`config.mk`:
```
export PLATFORM = sky130hd
export DESIGN_NAME = tlcrk_ctrl
export DESIGN_NICKNAME = d
export VERILOG_FILES = /design/src/tlcrk_pkg.sv /design/src/tlcrk_ctrl.sv
export SDC_FILE = /design/constraint.sdc
export NUM_CORES = 1
export LEC_CHECK = 0
export BUFFER_PORTS_ARGS = -buffer_cell sky130_fd_sc_hd__buf_2
export CAP_MARGIN = 20
export CORE_UTILIZATION = 50
export CTS_CLUSTER_SIZE = 28
export DETAILED_ROUTE_END_ITERATION = 6
export PLACE_DENSITY_LB_ADDON = 0.2
export SLEW_MARGIN = 15
export SYNTH_ARGS = -nofsm -noshare
export SYNTH_HDL_FRONTEND = slang
export SYNTH_SLANG_ARGS = --single-unit
```
`constraint.sdc`:
```
create_clock -name clock -period 13.87 [get_ports clock]
set_input_delay 0.6935 -clock clock [delete_from_list [all_inputs] [get_ports clock]]
set_output_delay 0.6935 -clock clock [all_outputs]
set_load 0.02 [all_outputs]
```
`src/tlcrk_pkg.sv`:
```
`default_nettype none
package tlcrk_pkg;
   localparam int MAX_COUNT = 15;
   localparam int CW = 4;
   localparam int ROW_LEN = MAX_COUNT + 2;
   localparam int TAB_DEPTH = (MAX_COUNT + 1) * ROW_LEN;
   localparam int AW = $clog2(TAB_DEPTH);
   localparam int OW = $clog2(ROW_LEN);
   localparam int VW = 17;

   localparam logic [1:0] CMD_BUILD = 2'd0;
   localparam logic [1:0] CMD_RANK = 2'd1;
   localparam logic [1:0] CMD_UNRANK = 2'd2;

   localparam logic [1:0] ST_OK = 2'd0;
   localparam logic [1:0] ST_RANGE = 2'd1;
   localparam logic [1:0] ST_NOT_BUILT = 2'd2;

   localparam logic [1:0] REG_ANC_FIRST = 2'd0;
   localparam logic [1:0] REG_DER_FIRST = 2'd1;
   localparam logic [1:0] REG_ANC_SECOND = 2'd2;
   localparam logic [1:0] REG_DER_SECOND = 2'd3;

   localparam logic [1:0] TB_INNER = 2'd0;
   localparam logic [1:0] TB_MIDDLE = 2'd1;
   localparam logic [1:0] TB_OUTER = 2'd2;

   typedef struct packed {
      logic [1:0]  command;
      logic [3:0]  pair_anc_anc;
      logic [3:0]  pair_anc_der;
      logic [3:0]  pair_der_anc;
      logic [3:0]  pair_der_der;
      logic [15:0] position_in;
   } req_type;

   typedef struct packed {
      logic [15:0] position_out;
      logic [3:0]  out_anc_anc;
      logic [3:0]  out_anc_der;
      logic [3:0]  out_der_anc;
      logic [3:0]  out_der_der;
      logic [3:0]  only_first_anc;
      logic [3:0]  only_first_der;
      logic [3:0]  only_second_anc;
      logic [3:0]  only_second_der;
      logic [16:0] total_configs;
      logic [1:0]  status;
   } rsp_type;

   // controller to datapath
   typedef struct packed {
      logic        load;      // load idx from in_value
      logic        rd;        // issue table read
      logic [1:0]  tab;       // which table
      logic [CW-1:0] row;
      logic [OW-1:0] col;
      logic        acc;       // add read data into running sum
      logic        wr;        // write running sum into table
      logic        clr_sum;
      logic        sub;       // idx -= read data
   } ctl_type;

   typedef struct packed {
      logic [VW-1:0] rdata;
      logic [VW-1:0] idx;
      logic [VW-1:0] sum;
   } sts_type;

   function automatic logic [CW-1:0] lesser(input logic [CW-1:0] x, input logic [CW-1:0] y);
      return (x < y) ? x : y;
   endfunction
endpackage
`default_nettype wire

```
`src/tlcrk_ctrl.sv`:
```
`default_nettype none
module tlcrk_ctrl (
   input  wire logic               clock,
   input  wire logic               reset,
   input  wire logic               start,
   output logic                    busy,
   input  wire tlcrk_pkg::req_type req_data,
   input  wire logic               csr_write,
   input  wire logic [1:0]         csr_index,
   input  wire logic [3:0]         csr_data,
   output tlcrk_pkg::ctl_type      ctl,
   output logic [16:0]             in_value,
   output logic [16:0]             add_value,
   input  wire tlcrk_pkg::sts_type sts,
   output logic                    rsp_valid,
   output tlcrk_pkg::rsp_type      rsp_data
);
   import tlcrk_pkg::*;

   localparam logic [3:0] S_IDLE = 4'd0;
   localparam logic [3:0] S_INNER = 4'd1;   // write inner entries
   localparam logic [3:0] S_MID_RD = 4'd2;  // write middle entries
   localparam logic [3:0] S_MID_AC = 4'd3;
   localparam logic [3:0] S_OUT_RD = 4'd4;
   localparam logic [3:0] S_OUT_AC = 4'd5;
   localparam logic [3:0] S_RANK_RD = 4'd6;
   localparam logic [3:0] S_RANK_AC = 4'd7;
   localparam logic [3:0] S_WALK_RD = 4'd8;
   localparam logic [3:0] S_WALK_CMP = 4'd9;
   localparam logic [3:0] S_SUB_RD = 4'd10;
   localparam logic [3:0] S_SUB = 4'd11;
   localparam logic [3:0] S_DONE = 4'd12;

   logic [3:0] state_ff, state_in;
   logic [3:0] marg_ff [4];
   logic ready_ff, ready_in;
   logic [16:0] total_ff, total_in;
   req_type item_ff, item_in;
   logic [CW:0] i_ff, i_in;      // outer loop counter
   logic [CW:0] j_ff, j_in;      // inner loop counter
   logic [1:0] lvl_ff, lvl_in;   // 0 aa, 1 ad, 2 da; rank step
   logic [3:0] aa_ff, aa_in, ad_ff, ad_in, da_ff, da_in;
   logic [1:0] st_ff, st_in;
   logic        v_ff, v_in;
   rsp_type     r_ff, r_in;

   logic [3:0] af, df, as_, ds;
   logic [3:0] n_ad, n_da, n_aa, lim, cur;
   logic [3:0] i4, j4;
   logic rank_bad;
   logic [3:0] dd4;

   assign af = marg_ff[REG_ANC_FIRST];
   assign df = marg_ff[REG_DER_FIRST];
   assign as_ = marg_ff[REG_ANC_SECOND];
   assign ds = marg_ff[REG_DER_SECOND];
   assign n_ad = lesser(af, ds);
   assign n_da = lesser(as_, df);
   assign n_aa = lesser(af, as_);
   assign i4 = i_ff[CW-1:0];
   assign j4 = j_ff[CW-1:0];
   assign busy = (state_ff != S_IDLE);
   assign dd4 = sts.idx[3:0];

   always_comb begin
      unique case (lvl_ff)
         2'd0: begin lim = n_aa; cur = aa_ff; end
         2'd1: begin lim = lesser(af - aa_ff, ds); cur = ad_ff; end
         default: begin lim = lesser(as_ - aa_ff, df); cur = da_ff; end
      endcase
   end

   assign rank_bad = (req_data.pair_anc_anc > n_aa)
      || (req_data.pair_anc_der > lesser(af - req_data.pair_anc_anc, ds))
      || (req_data.pair_der_anc > lesser(as_ - req_data.pair_anc_anc, df))
      || (req_data.pair_der_der > lesser(df - req_data.pair_der_anc,
                                         ds - req_data.pair_anc_der));

   always_comb begin
      state_in = state_ff;
      ready_in = ready_ff;
      total_in = total_ff;
      item_in = item_ff;
      i_in = i_ff;
      j_in = j_ff;
      lvl_in = lvl_ff;
      aa_in = aa_ff;
      ad_in = ad_ff;
      da_in = da_ff;
      st_in = st_ff;
      v_in = 1'b0;
      r_in = r_ff;
      ctl = '0;
      in_value = {1'b0, req_data.position_in};
      add_value = 17'(lesser(df - j4, ds - i4)) + 17'd1;
      unique case (state_ff)
         S_IDLE: begin
            if (start) begin
               item_in = req_data;
               ctl.load = 1'b1;
               ctl.clr_sum = 1'b1;
               i_in = '0;
               j_in = '0;
               lvl_in = '0;
               aa_in = '0;
               ad_in = '0;
               da_in = '0;
               r_in = '0;
               r_in.total_configs = ready_ff ? total_ff : '0;
               unique case (req_data.command) inside
                  CMD_BUILD: state_in = S_INNER;
                  CMD_RANK, CMD_UNRANK: begin
                     if (!ready_ff) begin
                        r_in.total_configs = '0;
                        r_in.status = ST_NOT_BUILT;
                        v_in = 1'b1;
                        state_in = S_DONE;
                     end else if (req_data.command == CMD_RANK) begin
                        if (rank_bad) begin
                           r_in.status = ST_RANGE;
                           v_in = 1'b1;
                           state_in = S_DONE;
                        end else begin
                           state_in = S_RANK_RD;
                        end
                     end else if ({1'b0, req_data.position_in} >= total_ff) begin
                        r_in.status = ST_RANGE;
                        v_in = 1'b1;
                        state_in = S_DONE;
                     end else begin
                        state_in = S_WALK_RD;
                     end
                  end
                  default: begin
                     r_in.status = ST_RANGE;
                     v_in = 1'b1;
                     state_in = S_DONE;
                  end
               endcase
            end
         end
         // inner[i][j] = running sum, j walks 0..n_da+1
         S_INNER: begin
            ctl.wr = 1'b1;
            ctl.tab = TB_INNER;
            ctl.row = i4;
            ctl.col = OW'(j_ff);
            if (j_ff == {1'b0, n_da} + 1'b1) begin
               ctl.wr = 1'b1;
               add_value = '0;
               j_in = '0;
               if (i4 == n_ad) begin
                  i_in = '0;
                  state_in = S_MID_RD;
               end else begin
                  i_in = i_ff + 1'b1;
               end
               ctl.clr_sum = 1'b1;
            end else begin
               j_in = j_ff + 1'b1;
            end
         end
         // middle[i][j] = sum, then sum += inner[j][col]
         S_MID_RD: begin
            ctl.wr = 1'b1;
            ctl.tab = TB_MIDDLE;
            ctl.row = i4;
            ctl.col = OW'(j_ff);
            if (j_ff == {1'b0, n_ad} + 1'b1) begin
               ctl.clr_sum = 1'b1;
               j_in = '0;
               if (i4 == n_aa) begin
                  i_in = '0;
                  state_in = S_OUT_RD;
               end else begin
                  i_in = i_ff + 1'b1;
               end
            end else begin
               state_in = S_MID_AC;
            end
         end
         S_MID_AC: begin
            ctl.rd = 1'b1;
            ctl.tab = TB_INNER;
            ctl.row = j4;
            ctl.col = OW'(lesser(as_ - i4, df)) + OW'(1);
            state_in = S_OUT_AC;
            lvl_in = 2'd1;
         end
         S_OUT_RD: begin
            if (i_ff == {1'b0, n_aa} + 1'b1) begin
               ctl.wr = 1'b1;
               ctl.tab = TB_OUTER;
               ctl.col = OW'(i_ff);
               ready_in = 1'b1;
               total_in = sts.sum;
               r_in.total_configs = sts.sum;
               v_in = 1'b1;
               state_in = S_DONE;
            end else begin
               ctl.rd = 1'b1;
               ctl.tab = TB_MIDDLE;
               ctl.row = i4;
               ctl.col = OW'(lesser(af - i4, ds)) + OW'(1);
               lvl_in = 2'd0;
               state_in = S_OUT_AC;
            end
         end
         S_OUT_AC: begin
            ctl.acc = 1'b1;
            if (lvl_ff == 2'd1) begin
               j_in = j_ff + 1'b1;
               state_in = S_MID_RD;
            end else begin
               ctl.wr = 1'b1;
               ctl.tab = TB_OUTER;
               ctl.col = OW'(i_ff);
               i_in = i_ff + 1'b1;
               state_in = S_OUT_RD;
            end
         end
         // rank: sum outer, middle, inner entries plus pair_der_der
         S_RANK_RD: begin
            ctl.rd = 1'b1;
            unique case (lvl_ff)
               2'd0: begin
                  ctl.tab = TB_OUTER;
                  ctl.col = OW'(item_ff.pair_anc_anc);
               end
               2'd1: begin
                  ctl.tab = TB_MIDDLE;
                  ctl.row = item_ff.pair_anc_anc;
                  ctl.col = OW'(item_ff.pair_anc_der);
               end
               default: begin
                  ctl.tab = TB_INNER;
                  ctl.row = item_ff.pair_anc_der;
                  ctl.col = OW'(item_ff.pair_der_anc);
               end
            endcase
            state_in = S_RANK_AC;
         end
         S_RANK_AC: begin
            ctl.acc = 1'b1;
            if (lvl_ff == 2'd2) begin
               r_in.position_out = 16'(sts.sum + sts.rdata + 17'(item_ff.pair_der_der));
               v_in = 1'b1;
               state_in = S_DONE;
            end else begin
               lvl_in = lvl_ff + 1'b1;
               state_in = S_RANK_RD;
            end
         end
         // unrank: read entry cur+1 of current level
         S_WALK_RD: begin
            if (cur >= lim) begin
               state_in = S_SUB_RD;
            end else begin
               ctl.rd = 1'b1;
               unique case (lvl_ff)
                  2'd0: begin
                     ctl.tab = TB_OUTER;
                     ctl.col = OW'(cur) + OW'(1);
                  end
                  2'd1: begin
                     ctl.tab = TB_MIDDLE;
                     ctl.row = aa_ff;
                     ctl.col = OW'(cur) + OW'(1);
                  end
                  default: begin
                     ctl.tab = TB_INNER;
                     ctl.row = ad_ff;
                     ctl.col = OW'(cur) + OW'(1);
                  end
               endcase
               state_in = S_WALK_CMP;
            end
         end
         S_WALK_CMP: begin
            if (sts.idx >= sts.rdata) begin
               unique case (lvl_ff)
                  2'd0: aa_in = aa_ff + 1'b1;
                  2'd1: ad_in = ad_ff + 1'b1;
                  default: da_in = da_ff + 1'b1;
               endcase
               state_in = S_WALK_RD;
            end else begin
               state_in = S_SUB_RD;
            end
         end
         S_SUB_RD: begin
            ctl.rd = 1'b1;
            unique case (lvl_ff)
               2'd0: begin
                  ctl.tab = TB_OUTER;
                  ctl.col = OW'(aa_ff);
               end
               2'd1: begin
                  ctl.tab = TB_MIDDLE;
                  ctl.row = aa_ff;
                  ctl.col = OW'(ad_ff);
               end
               default: begin
                  ctl.tab = TB_INNER;
                  ctl.row = ad_ff;
                  ctl.col = OW'(da_ff);
               end
            endcase
            state_in = S_SUB;
         end
         S_SUB: begin
            ctl.sub = 1'b1;
            if (lvl_ff == 2'd2) begin
               state_in = S_DONE;
               st_in = 2'd1;
            end else begin
               lvl_in = lvl_ff + 1'b1;
               state_in = S_WALK_RD;
            end
         end
         default: begin
            if (st_ff == 2'd1) begin
               st_in = 2'd0;
               r_in.out_anc_anc = aa_ff;
               r_in.out_anc_der = ad_ff;
               r_in.out_der_anc = da_ff;
               r_in.out_der_der = dd4;
               r_in.only_first_anc = af - aa_ff - ad_ff;
               r_in.only_first_der = df - da_ff - dd4;
               r_in.only_second_anc = as_ - aa_ff - da_ff;
               r_in.only_second_der = ds - ad_ff - dd4;
               v_in = 1'b1;
            end else begin
               state_in = S_IDLE;
            end
         end
      endcase
      if (csr_write) ready_in = 1'b0;
   end

   always_ff @(posedge clock) begin
      if (reset) begin
         state_ff <= S_IDLE;
         ready_ff <= 1'b0;
         v_ff <= 1'b0;
         st_ff <= '0;
         total_ff <= '0;
         for (int k = 0; k < 4; k++) marg_ff[k] <= '0;
      end else begin
         state_ff <= state_in;
         ready_ff <= ready_in;
         v_ff <= v_in;
         st_ff <= st_in;
         total_ff <= total_in;
         if (csr_write) marg_ff[csr_index] <= (csr_data > 4'(MAX_COUNT)) ? 4'(MAX_COUNT) : csr_data;
      end
   end

   always_ff @(posedge clock) begin
      item_ff <= item_in;
      i_ff <= i_in;
      j_ff <= j_in;
      lvl_ff <= lvl_in;
      aa_ff <= aa_in;
      ad_ff <= ad_in;
      da_ff <= da_in;
      r_ff <= r_in;
   end

   assign rsp_valid = v_ff;
   assign rsp_data = r_ff;

`ifndef SYNTHESIS
   a_one_rsp: assert property (@(posedge clock) disable iff (reset)
      rsp_valid |=> !rsp_valid) else $error("back to back responses");
   a_idle_no_rsp: assert property (@(posedge clock) disable iff (reset)
      (state_ff == S_IDLE && !start) |=> !rsp_valid) else $error("response while idle");
   a_ready_rsp: assert property (@(posedge clock) disable iff (reset)
      (rsp_valid && rsp_data.status == ST_NOT_BUILT) |-> !ready_ff)
      else $error("not built with tables ready");
`endif
endmodule
`default_nettype wire

```
After elaboration in Yosys (flattened, before gate mapping)
Memories as Yosys holds them, arrays and structs flattened.
Index checks and enable logic that the tools add are counted.

storage, ports and cells
  flip-flop bits (word level) = 132
  memories = 1
  output and inout port bits = 120
  memory bits (writable) = 16
  word-level logic and storage cells = 276

cells by class
  $lt $le $gt $ge = 19
  mux-type cells = 120
  equality and inequality tests = 38
  reduce and logical (&&, ||, !) cells = 39
  bitwise operators = 2
  $add $sub $neg = 31

memories
  memory   words  bits a word  read ports  clocked after memory_dff  wr ports  RTL line          source
  marg_ff  4      4            4           0                         4         tlcrk_ctrl.sv:35  logic [3:0] marg_ff [4];

operator list
  operator               number
  $mux W4                32
  $pmux W4 S2            10
  $mux W17               4
  $mux W67               1
  $mux W5                13
  $pmux W32 S2           1
  $sub A4 B4 Y4          16
  $pmux W4 S12           1
  $lt A4 B4 Y1           11
  $pmux W5 S4            2
  $add A4 B1 Y5 const B  7
  $pmux W5 S7            1
  $pmux W17 S2           1
  $mux W32               1
  $pmux W16 S2           1
  $ne A2 B2 Y1 const B   14
  $mux W1                24
  $mux W2                12
  $pmux W4 S6            1
  $reduce_or A11 Y1      2
  $reduce_and A4 Y1      5
  $ge A16 B17 Y1         1
  $ge A17 B17 Y1         1
  $add A16 B16 Y16       1
  40 further kinds       86

Depth between registers and ports, before layout
An unclocked memory read counts as a cell.

  depth after elaboration = 14
  depth in mapped cells = 21
  mapped depth without buffers = 21

Worst setup path before layout
No wires, ideal clock.

  path kind = register -> output
  from = memory marg_ff[2][0]
  to = output ctl[12] in the netlist's numbering
  cell stages (with the launch flop) = 21
  arrival = 4,239 ps
  slack = 8,938 ps
  path buffers = 0
  cell sequence = edfxtp_1 -> inv_1 -> ha_1 -> inv_1 -> fa_1 -> ha_1 -> a21boi_0 -> o21ai_0 -> nand2b_1 -> a21oi_1 -> nor2_1 -> a21oi_1 -> nor3_1 -> a221oi_1 -> ha_1 -> a21o_1 -> a21o_1 -> a211oi_1 -> nand2b_1 -> a222oi_1 -> o21ai_0

RTL lines
  element      RTL line          source
  from (decl)  tlcrk_ctrl.sv:35
  to (decl)    tlcrk_ctrl.sv:11  output tlcrk_pkg::ctl_type ctl,

==> flow_summary_export.csv <==
group,metric,value,unit
status,status,"complete, but fails checks",
status,violations,"design-rule violations",
worst_hold_path,hold_class,"in2reg",
layout,finalNonFillerCells,1891,
clocking,cts_tree,"done",
synth,synthesis.area,12900,um2
layout,fin_area,14700,um2
power_and_ir_drop,p_clk_frac,0.160,
synth,synth_top_area_cell,"edfxtp_1",
power_and_ir_drop,power.switching,1.41,mW
worst_setup_path,cp.required,13180,ps
worst_setup_path,crit_buf_inv,3,
synth,synth_top_family_by_area,"adder cells",
clocking,ctsHoldBuffers,0,
sta,setup_viol,0,
drt,vias,10833,
power_and_ir_drop,power_density,202,nW/um2
grt,met3_usage,0.0680,
floorplan,die_width,163,um
worst_setup_path,cpMostUsedCell,"ha_1",
drt,drtAntennaViolNets,0,
synth,synthTopCellsByCount,"178 x ha_1, 127 x inv_1, 123 x edfxtp_1",
clocking,clockBufferDepth,2,
worst_hold_path,min_path_cells,1,
worst_setup_path,r2r-start,"marg_ff[2][0]$_SDFFCE_PN0P_",
sta,slew_violations,0,
synth,synth_xor_area_frac,0.0658,
worst_setup_path,critPathMaxStageDelay,820,ps
clocking,clk_pin_slew,70,ps
clocking,cts_resized,0,
worst_setup_path,critPathMaxFanout,7,
worst_hold_path,hold_path_end,"item_ff[19]$_DFFE_PP_",
drt,drt-initial-drc-count,1136,
grt,grt_max_degree,37,
grt,use_met2,0.455,
synth,synthAdderAreaFrac,0.208,
sta,setup_ws,7410,ps
floorplan,die_area,26500,um2
sta,fin_crit_sh,0.466,
place,place_congestion,0.981,
synth,synth-seq-cells,147,
worst_setup_path,crit_slowest_cell,"a211oi_1",
floorplan,die_h,163,um
sta,finClkSkew,10.2,ps
synth,synth_area_leaders,"edfxtp_1 29%, ha_1 17%, xnor2_1 4.1%, dfxtp_1 3.7%, inv_1 3.7%",
synth,synth_seq_area_share,0.323,
power_and_ir_drop,p_int,1.56,mW
place,place_ws,7980,ps
floorplan,io_pins,215,
grt,grt_pass1_wl,57.2,mm
drt,routed_wl,38.2,mm
sta,slew_headroom,0.305,
synth,yosys_warnings,0,
flow_run,drv_cap,0,
sta,fin_crit,6460,ps
worst_setup_path,crit_type,"reg2out",
worst_setup_path,critPathArrivalTime,5770,ps
power_and_ir_drop,p_total,2.97,mW
clocking,ctsHtreeMaxLevel,4,
worst_setup_path,ff2ff_setup_slack,8560,ps
floorplan,rows,58,
synth,yosysMostFrequentCell,"ha_1",
power_and_ir_drop,combPwrFrac,0.575,
clocking,clock_latency,440,ps
synth,synthArstFlopShare,0,
synth,synth.area.mux_share,0.0312,
worst_hold_path,hp-start,"req_data[19]",
clocking,root_buffer,"clkbuf_16",
synth,yosys.cell_types.count,81,
power_and_ir_drop,p_seq_frac,0.265,
sta,hold_viol,0,
grt,antenna_found_initial,2,
synth,synthesis.instances,1374,
synth,synth_edf_count,123,
drt,drc,1,
grt,grt_use_total,0.291,
synth,synth_compound_gate_area_share,0.151,
synth,synth_top_area_frac,0.286,
floorplan,core,25300,um2
worst_setup_path,start_kind,"register",
power_and_ir_drop,ir_drop,0.165,mV
drt,vias_per_cell,5.73,
grt,grt_pass1_vias,10044,
worst_setup_path,reg2reg_depth,21,
layout,drive_gt1_frac,0.179,
synth,synthSimpleGateAreaFrac,0.150,
floorplan,start_util,0.511,
sta,worst_pin_slew,1040,ps
clocking,cts_buffers,17,
clocking,cts_setup_buffers,0,
worst_setup_path,cp_top_family,"compound AO/OA/AOI/OAI gates",
layout,area_delta_synth_final,13.7,%
sta,grt_setup_unrepaired,"no",
place,dp_hpwl,30.1,mm
clocking,clock-sinks,147,
worst_setup_path,worstReg2RegEnd,"state_ff[0]$_SDFFE_PP0P_",
power_and_ir_drop,p_sw_frac,0.475,
worst_setup_path,cp_cell_sequence,"inv_1, ha_1, inv_1, fa_1, ha_1, a21boi_0, o21ai_0, nand2b_1, a21oi_1, nor2_1, a21oi_1, nor3_1, a221oi_1, ha_1, a21o_1, a21o_1, a211oi_1, nand2b_1, a222oi_1, o21ai_0, buf_2",
grt,grt-busiest-layer,"met2",
worst_setup_path,crit_start,"marg_ff[2][0]$_SDFFCE_PN0P_",
grt,met1_usage,0.388,
power_and_ir_drop,p_leak,6.70,nW
synth,synth_area_per_cell,9.40,um2
drt,wire_per_inst,20.2,um
layout,fin_nets,1843,
place,dp_cells,1858,
place,portBuffers,201,
place,post_dp_cell_area,14100,um2
grt,grt.overflow.total,0,
synth,synth_flop_cell,"edfxtp_1",
sta,fin_setup_tns,0,ps
layout,fin_util,0.581,
sta,hold_ws,465,ps
worst_setup_path,critPathCaptureType,"output port",
sta,max_freq,155,MHz
drt,firstDrtPassIters,7,
[power groups by stage]
stage	clock network, mW	registers, mW	logic [mW]
floorplan	0	0.787	1.20
global placement	0	0.791	1.67
detailed placement	0	0.792	1.69
CTS	0.481	0.783	1.70
global route	0.494	0.798	1.88
finish	0.476	0.788	1.71
[flip-flops by register name, summed over array words and instances (netlist names), 2 cells and up]
name / count
aa_ff: 4
ad_ff: 4
da_ff: 4
i_ff: 5
item_ff: 16
j_ff: 5
lvl_ff: 2
marg_ff: 16
rsp_data: 67
state_ff: 4
total_ff: 17
[worst max-delay path by stage]
stage | endpoint | slack [ps] | cells past startpoint
floorplan | ctl[12] | 8940 | 20
global placement | ctl[11] | 8100 | 21
detailed placement | ctl[11] | 7980 | 21
CTS | ctl[11] | 7490 | 21
global route | ctl[11] | 7070 | 21
finish | ctl[11] | 7410 | 21
[layout make-up]
cell class,instances,area [um2]
Tap cell,330,413
Antenna cell,1,2.50
Fill cell,2287,10600
Sequential cell,147,4170
Timing Repair Buffer,218,1130
Clock buffer,18,439
Clock inverter,14,140
Inverter,130,488
Multi-Input combinational cell,1033,7890
[worst reg2reg max path, cell delays in order, from the launching register on]
cell	delay, ps
edfxtp_1	490
inv_1	230
ha_1	180
inv_1	60
fa_1	560
ha_1	250
a21boi_0	120
o21ai_0	180
nand2b_1	70
a21oi_1	350
nor2_1	80
a21oi_1	150
nor3_1	70
a221oi_1	260
ha_1	280
a21o_1	170
a21o_1	210
a211oi_1	820
or3_1	360
a211oi_1	80
o211ai_1	100
a41o_1	180
[cells in the final DEF (no fill, tap or decap), types with 20 or more instances in the layout]
master    count
nand3_1      48
mux2i_1      38
nor2_1      120
buf_2       201
xnor2_1      60
a21oi_1      85
nor3_1       21
edfxtp_1    123
nor2b_1      20
dfxtp_1      24
fa_1         23
and2_1       24
inv_1       127
o21ai_0      43
a21o_1       36
nand2_1      96
xor2_1       37
ha_1        178
[routing by layer]
layer  part of all wire  vias up
met5            0.00037        -
met1               0.43     5141
met4              0.032        2
met2               0.45      445
li1                   -     5173
met3              0.087       72
[cells by family after synthesis]
kind of cell / after synthesis
and+or+nand+nor: 400
AOI/OAI and AO/OA: 282
buffers and inverters: 206
adders and majority gates: 201
DFF: 147
xor gates and xnor gates: 97
muxes: 40
other: 1
Note: power is estimated with default switching activity, not from simulation.
